[config.mk]
export PLATFORM = sky130hd
export DESIGN_NAME = due_event_timer_table_top
export DESIGN_NICKNAME = d
export VERILOG_FILES = /design/src/hdl/det_pkg.sv /design/src/hdl/det_ram.sv /design/src/hdl/due_event_timer_table_top.sv
export SDC_FILE = /design/constraint.sdc
export NUM_CORES = 2
export LEC_CHECK = 0
export BUFFER_PORTS_ARGS = -buffer_cell sky130_fd_sc_hd__buf_2
export CORE_MARGIN = 1.5
export CORE_UTILIZATION = 40
export DETAILED_ROUTE_END_ITERATION = 12
export PLACE_DENSITY = 0.6
export SLEW_MARGIN = 10
export SYNTH_ARGS = -nofsm -noshare
export SYNTH_HDL_FRONTEND = slang
export SYNTH_SLANG_ARGS = --single-unit
[constraint.sdc]
create_clock -name i_clk -period 18.8 [get_ports i_clk]
set_input_delay 3.76 -clock i_clk [delete_from_list [all_inputs] [get_ports i_clk]]
set_output_delay 3.76 -clock i_clk [all_outputs]
set_load 0.02 [all_outputs]
[src/hdl/det_pkg.sv]
// Shared types and constants for the due event timer table.
// Used by the top level, the entry RAM instance and the port checker.
// Depends on nothing else.
`default_nettype none

package det_pkg;

    localparam int CAPACITY = 64;
    localparam int ID_WIDTH = 16;
    localparam int TIME_W   = 32;
    localparam int CMD_W    = 2;
    localparam int STATUS_W = 3;

    localparam int IDX_W   = $clog2(CAPACITY);
    localparam int CNT_W   = $clog2(CAPACITY + 1);
    localparam int ENTRY_W = ID_WIDTH + TIME_W;

    localparam logic [CNT_W-1:0] CNT_CAP = CNT_W'(CAPACITY);

    localparam logic [CMD_W-1:0] CMD_ADD    = 2'd0;
    localparam logic [CMD_W-1:0] CMD_REMOVE = 2'd1;
    localparam logic [CMD_W-1:0] CMD_POP    = 2'd2;
    localparam logic [CMD_W-1:0] CMD_SET    = 2'd3;

    localparam logic [STATUS_W-1:0] ST_DONE      = 3'd0;
    localparam logic [STATUS_W-1:0] ST_POPPED    = 3'd1;
    localparam logic [STATUS_W-1:0] ST_NONE_DUE  = 3'd2;
    localparam logic [STATUS_W-1:0] ST_FULL      = 3'd3;
    localparam logic [STATUS_W-1:0] ST_NOT_FOUND = 3'd4;

endpackage

`default_nettype wire

[src/hdl/det_ram.sv]
// Simple dual-port RAM with one write port and one registered read port.
// Holds the (object id, due time) entries of the timer table; no dependencies.
`default_nettype none

module det_ram #(
    parameter int DEPTH = 64,
    parameter int WIDTH = 48
) (
    input  wire logic                     i_clk,
    input  wire logic                     i_we,
    input  wire logic [$clog2(DEPTH)-1:0] i_waddr,
    input  wire logic [WIDTH-1:0]         i_wdata,
    input  wire logic [$clog2(DEPTH)-1:0] i_raddr,
    output logic      [WIDTH-1:0]         o_rdata
);

    logic [WIDTH-1:0] r_mem [DEPTH];

    always_ff @(posedge i_clk) begin
        if (i_we) begin
            r_mem[i_waddr] <= i_wdata;
        end
    end

    always_ff @(posedge i_clk) begin
        o_rdata <= r_mem[i_raddr];
    end

endmodule

`default_nettype wire

[src/hdl/due_event_timer_table_top.sv]
// Top level of the due event timer table: command sequencer, shared compare unit
// and result register. Depends on det_pkg and det_ram.
//
// Usage:
//   A command is taken at a rising edge where start is high and busy is low.
//   i_cmd selects add, remove by id, pop earliest due or set current time.
//   Each command yields exactly one result, shown for a single cycle with
//   o_valid high; the receiver must take it then, as it cannot stall the block.
//   Add and set time finish without leaving idle: the result appears in the cycle
//   after the transaction and busy never rises, so a new command may follow at once.
//   Remove and pop walk the entry RAM through its single read port, one entry a
//   cycle: a scan over the N held entries, then a shift of the entries behind the
//   removed one down by one place (no entry moves when the last entry goes). Busy
//   stays high throughout, and the result appears in the same cycle as busy falls.
//   An empty table answers remove and pop without leaving idle, so busy never rises.
//   A synchronous reset empties the table, clears the current time and the dirty
//   flag, and drops any command in flight; RAM contents are not cleared.
`default_nettype none

module due_event_timer_table_top (
    input  wire logic                           i_clk,
    input  wire logic                           i_rst_n,
    input  wire logic                           start,
    output logic                                busy,
    input  wire logic [det_pkg::CMD_W-1:0]      i_cmd,
    input  wire logic [det_pkg::ID_WIDTH-1:0]   i_object_id,
    input  wire logic [det_pkg::TIME_W-1:0]     i_time_value,
    output logic                                o_valid,
    output logic [det_pkg::STATUS_W-1:0]        o_status,
    output logic [det_pkg::ID_WIDTH-1:0]        o_popped_id,
    output logic [det_pkg::TIME_W-1:0]          o_popped_time,
    output logic                                o_dirty,
    output logic [det_pkg::CNT_W-1:0]           o_entry_count
);

    typedef enum logic [2:0] {
        S_IDLE  = 3'b001,
        S_SCAN  = 3'b010,
        S_SHIFT = 3'b100
    } t_state;

    t_state                          r_state, n_state;
    logic [det_pkg::CMD_W-1:0]       r_cmd, n_cmd;
    logic [det_pkg::ID_WIDTH-1:0]    r_id, n_id;
    logic [det_pkg::TIME_W-1:0]      r_cur_time, n_cur_time;
    logic                            r_dirty, n_dirty;
    logic [det_pkg::CNT_W-1:0]       r_count, n_count;
    logic [det_pkg::CNT_W-1:0]       r_ptr, n_ptr;
    logic [det_pkg::CNT_W-1:0]       r_tag, n_tag;
    logic                            r_tag_vld, n_tag_vld;
    logic                            r_hit, n_hit;
    logic [det_pkg::IDX_W-1:0]       r_pos, n_pos;
    logic [det_pkg::TIME_W-1:0]      r_best, n_best;
    logic [det_pkg::ID_WIDTH-1:0]    r_best_id, n_best_id;
    logic                            r_valid, n_valid;
    logic [det_pkg::STATUS_W-1:0]    r_status, n_status;
    logic [det_pkg::ID_WIDTH-1:0]    r_pid, n_pid;
    logic [det_pkg::TIME_W-1:0]      r_ptime, n_ptime;

    logic                            ram_we;
    logic [det_pkg::IDX_W-1:0]       ram_waddr;
    logic [det_pkg::ENTRY_W-1:0]     ram_wdata;
    logic [det_pkg::ENTRY_W-1:0]     ram_q;
    logic [det_pkg::ID_WIDTH-1:0]    q_id;
    logic [det_pkg::TIME_W-1:0]      q_time;
    logic [det_pkg::CNT_W-1:0]       prev_tag;
    logic [det_pkg::CNT_W-1:0]       pos_next;
    logic [det_pkg::TIME_W-1:0]      cmp_a, cmp_b;
    logic                            cmp_le, cmp_lt;
    logic                            stream_done;

    det_ram #(
        .DEPTH (det_pkg::CAPACITY),
        .WIDTH (det_pkg::ENTRY_W)
    ) u_ram (
        .i_clk   (i_clk),
        .i_we    (ram_we),
        .i_waddr (ram_waddr),
        .i_wdata (ram_wdata),
        .i_raddr (r_ptr[det_pkg::IDX_W-1:0]),
        .o_rdata (ram_q)
    );

    assign q_id     = ram_q[det_pkg::ENTRY_W-1 -: det_pkg::ID_WIDTH];
    assign q_time   = ram_q[det_pkg::TIME_W-1:0];
    assign prev_tag = r_tag - 1'b1;
    assign pos_next = det_pkg::CNT_W'(r_pos) + 1'b1;

    // The single time comparator serves the add check and the pop scan.
    assign cmp_a  = (r_state == S_IDLE) ? i_time_value : q_time;
    assign cmp_b  = (r_state == S_IDLE) ? r_cur_time : r_best;
    assign cmp_le = (cmp_a <= cmp_b);
    assign cmp_lt = (cmp_a < cmp_b);

    assign stream_done = (r_ptr == r_count) && !r_tag_vld;

    always_comb begin
        n_state    = r_state;
        n_cmd      = r_cmd;
        n_id       = r_id;
        n_cur_time = r_cur_time;
        n_dirty    = r_dirty;
        n_count    = r_count;
        n_ptr      = r_ptr;
        n_tag      = r_tag;
        n_tag_vld  = r_tag_vld;
        n_hit      = r_hit;
        n_pos      = r_pos;
        n_best     = r_best;
        n_best_id  = r_best_id;
        n_valid    = 1'b0;
        n_status   = r_status;
        n_pid      = r_pid;
        n_ptime    = r_ptime;
        ram_we     = 1'b0;
        ram_waddr  = r_count[det_pkg::IDX_W-1:0];
        ram_wdata  = {i_object_id, i_time_value};

        unique case (r_state)
            S_IDLE: begin
                if (start) begin
                    n_cmd     = i_cmd;
                    n_id      = i_object_id;
                    n_pid     = '0;
                    n_ptime   = '0;
                    n_ptr     = '0;
                    n_tag_vld = 1'b0;
                    n_hit     = 1'b0;
                    n_pos     = '0;
                    n_best    = r_cur_time;
                    unique case (i_cmd)
                        det_pkg::CMD_ADD: begin
                            n_valid = 1'b1;
                            if (r_count >= det_pkg::CNT_CAP) begin
                                n_status = det_pkg::ST_FULL;
                            end else begin
                                n_status = det_pkg::ST_DONE;
                                ram_we   = 1'b1;
                                n_count  = r_count + 1'b1;
                                if (cmp_le) begin
                                    n_dirty = 1'b1;
                                end
                            end
                        end
                        det_pkg::CMD_SET: begin
                            n_valid    = 1'b1;
                            n_status   = det_pkg::ST_DONE;
                            n_cur_time = i_time_value;
                        end
                        det_pkg::CMD_REMOVE: begin
                            if (r_count == '0) begin
                                n_valid  = 1'b1;
                                n_status = det_pkg::ST_NOT_FOUND;
                            end else begin
                                n_state = S_SCAN;
                            end
                        end
                        default: begin
                            if (r_count == '0) begin
                                n_valid  = 1'b1;
                                n_status = det_pkg::ST_NONE_DUE;
                                n_dirty  = 1'b0;
                            end else begin
                                n_state = S_SCAN;
                            end
                        end
                    endcase
                end
            end
            S_SCAN: begin
                if (r_ptr < r_count) begin
                    n_ptr     = r_ptr + 1'b1;
                    n_tag     = r_ptr;
                    n_tag_vld = 1'b1;
                end else begin
                    n_tag_vld = 1'b0;
                end
                if (r_tag_vld) begin
                    if (r_cmd == det_pkg::CMD_POP) begin
                        if (cmp_le && (!r_hit || cmp_lt)) begin
                            n_hit     = 1'b1;
                            n_pos     = r_tag[det_pkg::IDX_W-1:0];
                            n_best    = q_time;
                            n_best_id = q_id;
                        end
                    end else if (q_id == r_id) begin
                        n_hit = 1'b1;
                        n_pos = r_tag[det_pkg::IDX_W-1:0];
                    end
                end
                if (stream_done) begin
                    if (r_hit) begin
                        n_state = S_SHIFT;
                        n_ptr   = pos_next;
                    end else begin
                        n_state = S_IDLE;
                        n_valid = 1'b1;
                        if (r_cmd == det_pkg::CMD_POP) begin
                            n_status = det_pkg::ST_NONE_DUE;
                            n_dirty  = 1'b0;
                        end else begin
                            n_status = det_pkg::ST_NOT_FOUND;
                        end
                    end
                end
            end
            S_SHIFT: begin
                if (r_ptr < r_count) begin
                    n_ptr     = r_ptr + 1'b1;
                    n_tag     = r_ptr;
                    n_tag_vld = 1'b1;
                end else begin
                    n_tag_vld = 1'b0;
                end
                if (r_tag_vld) begin
                    ram_we    = 1'b1;
                    ram_waddr = prev_tag[det_pkg::IDX_W-1:0];
                    ram_wdata = ram_q;
                end
                if (stream_done) begin
                    n_state = S_IDLE;
                    n_valid = 1'b1;
                    n_count = r_count - 1'b1;
                    if (r_cmd == det_pkg::CMD_POP) begin
                        n_status = det_pkg::ST_POPPED;
                        n_pid    = r_best_id;
                        n_ptime  = r_best;
                    end else begin
                        n_status = det_pkg::ST_DONE;
                    end
                end
            end
            default: begin
                n_state = S_IDLE;
            end
        endcase
    end

    always_ff @(posedge i_clk) begin
        if (!i_rst_n) begin
            r_state    <= S_IDLE;
            r_cur_time <= '0;
            r_dirty    <= 1'b0;
            r_count    <= '0;
            r_tag_vld  <= 1'b0;
            r_hit      <= 1'b0;
            r_valid    <= 1'b0;
        end else begin
            r_state    <= n_state;
            r_cur_time <= n_cur_time;
            r_dirty    <= n_dirty;
            r_count    <= n_count;
            r_tag_vld  <= n_tag_vld;
            r_hit      <= n_hit;
            r_valid    <= n_valid;
        end
    end

    always_ff @(posedge i_clk) begin
        r_cmd     <= n_cmd;
        r_id      <= n_id;
        r_ptr     <= n_ptr;
        r_tag     <= n_tag;
        r_pos     <= n_pos;
        r_best    <= n_best;
        r_best_id <= n_best_id;
        r_status  <= n_status;
        r_pid     <= n_pid;
        r_ptime   <= n_ptime;
    end

    assign busy          = (r_state != S_IDLE);
    assign o_valid       = r_valid;
    assign o_status      = r_status;
    assign o_popped_id   = r_pid;
    assign o_popped_time = r_ptime;
    assign o_dirty       = r_dirty;
    assign o_entry_count = r_count;

endmodule

`default_nettype wire

==> flow_summary.ini <==
[status]
outcome = complete, no violations

[worst_hold_path]
hold_class = register to register
hp-start = r_cur_time[11]

[clock_network]
ctsResizeCount = 0
cts_setup_buffers = 0
cts_tree = built
cts_inserted_buffers = 338
clockRootBuffer = clkbuf_16
hold_buffers = 0
clockBufferDepth = 4
htree_levels = 5
clk_pin_slew_ns = 0.06
clock_latency_ns = 0.90
cts.sinks = 3302

[synthesis]
ys.flop_type = edfxtp_1
synth-compound-area-share = 0.0153
syn-num-nets = 5734
synthXorXnorAreaFrac = 0.00199
synth-simple-area-share = 0.0211
yosys.cell_types.count = 57
synth.avg_cell_area_um2 = 22.6
synthArstFlopShare = 0
synth_cells = 5630
synth_adder_area_share = 0.00507
yosys_warnings = 0
synth.ff_latch_count = 3302
synthMuxAreaShare = 0.174
ys_seq_area_frac = 0.771
synthesis.area_um2 = 127000
synth_top_family_by_area = multiplexers
synth-edff-count = 3208

[setup_path]
end_kind = register
worstSetupPathType = input port to register
cp.arrival_ns = 7.02
start_kind = input port
crit_path_start = i_cmd[1]
cp.required_ns = 19.29
cp_max_fo = 35
r2r_start = r_ptr[0]

[timing]
fin_crit_ns = 6.53
worst_pin_slew_ns = 1.15
hold_ws_ns = 0.487
totalNegativeSetupSlack_ns = 0
finalHoldViolations = 0
rsz0062_at_grt = false
setup_viol = 0
relSlewSlack = 0.236
finalCritPeriodShare = 0.348
skew_ns = 0.0808
fmax_mhz = 153
slew_violations = 0

[final_layout]
num-fill-cells = 26200
nets = 6056
layout_commonest_cell = edfxtp_1
layout_common_cells = edfxtp_1 (3208), mux4_2 (935), clkbuf_16 (343)
multiInputGateArea_um2 = 28400
syn2layout_area_growth_pct = 13.5
regArea_um2 = 98200
drive_gt1_frac = 0.293

[detailed_routing]
routed_wl_um = 336000
initialDrtViolationCount = 8271
drc = 0
vias = 61200
dr.pass1.iters = 5
detail-route-antenna-nets = 0
wl_per_cell_um = 32.3
vias_per_cell = 5.88

[place]
io_buffers = 113
place_congestion = 0.827
dpl.hpwl_um = 200000

[global_routing]
antenna_found_initial = 16
gr-total-overflow = 0
first_global_vias = 60200
grt_usage = 0.206
grt_max_degree = 114
grt_pass1_wl_um = 474000

[power_and_ir_drop]
power.density_nw_per_um2 = 125
ir_drop_uv = 80.4
p_leak_nw = 45.0

[floorplan]
fp.dieW_um = 567
core_um2 = 318000
dieArea_um2 = 322000
io_pins = 114
rows = 207
dieHeight_um = 567
initial_core_util = 0.401

[job]
cap_violations = 0
[where the power goes]
group | total, W | internal (W) | switching, W
combinational | 0.00312 | 0.00123 | 0.00189
clock | 0.00656 | 0.00378 | 0.00277
sequential | 0.00844 | 0.00827 | 0.000177
[worst max-delay path, cell delays in order]
cell and delay [ns]:
buf_2 0.12, inv_1 0.08, ha_1 0.32, nor2b_1 0.60
a32oi_1 0.28, or3_1 0.43, buf_4 0.26, nor2_4 0.50
buf_4 0.58
[final timing paths]
check	endpoint	slack, ns	cells past startpoint
worst max register to register	u_ram.o_rdata[20]	12.60	9
worst min register to register	r_cur_time[11]	0.49	2
worst min-delay path	r_cur_time[11]	0.49	2
worst max-delay path	u_ram.r_mem[26][11]	12.27	9
[per-stage QoR]
stage	utilization	setup WS (ns)	cell area [µm²]	total power, W	instances
after CTS	0.455	12.34	145000	0.0183	10400
after floorplan	-	10.87	127000	0.0105	5630
after global routing	0.455	12.13	145000	0.0187	10400
after global placement	0.422	11.39	134000	0.0117	9792
after detailed placement	0.422	11.43	134000	0.0117	9792
final	0.455	12.27	145000	0.0181	10400
[final cells by class]
| class | instances | share of cell area |
|---|---|---|
| tap | 4180 | 0.0362 |
| timing repair buffer | 282 | 0.0136 |
| clock buffer | 428 | 0.0626 |
| antenna | 6 | 0.000104 |
| sequential | 3302 | 0.679 |
| inverter | 22 | 0.000571 |
| clock inverter | 178 | 0.0114 |
| multi-input combinational | 2006 | 0.196 |
[layer usage]
metal / GRT usage / wire, µm
met1: 0.304 / 141000
met2: 0.325 / 160000
met3: 0.0319 / 27300
met4: 0.0478 / 7330
met5: 0 / 13
[cell usage after synthesis (50+ instances only)]
cell,n,area share
edfxtp_1,3208,0.76
mux4_2,935,0.17
nand2_1,335,0.0099
clkbuf_1,149,0.0044
nor2_1,101,0.0030
dfxtp_1,94,0.015
buf_2,91,0.0036
mux2i_1,61,0.0048
a22oi_1,59,0.0035
and2_1,59,0.0029
a21oi_1,56,0.0022
ha_1,50,0.0049
[logic make-up after synthesis]
kind of cell,count (synthesis)
simple gates,606
compound gates,276
flops,3302
xor+xnor,29
buf+inv,322
mux,1044
fa+ha+maj,51
[state kept, by name, indices dropped and copies added (netlist names), 2 cells and up]
| signal | cells |
|---|---|
| r_id | 16 |
| r_tag | 6 |
| o_popped_time | 32 |
| r_cur_time | 32 |
| o_status | 3 |
| r_pos | 6 |
| r_best | 32 |
| o_entry_count | 7 |
| u_ram.r_mem | 3072 |
| r_cmd | 2 |
| r_ptr | 7 |
| o_popped_id | 16 |
| r_best_id | 16 |
| r_state | 3 |
| u_ram.o_rdata | 48 |
Power figures use the tool's default switching activity.
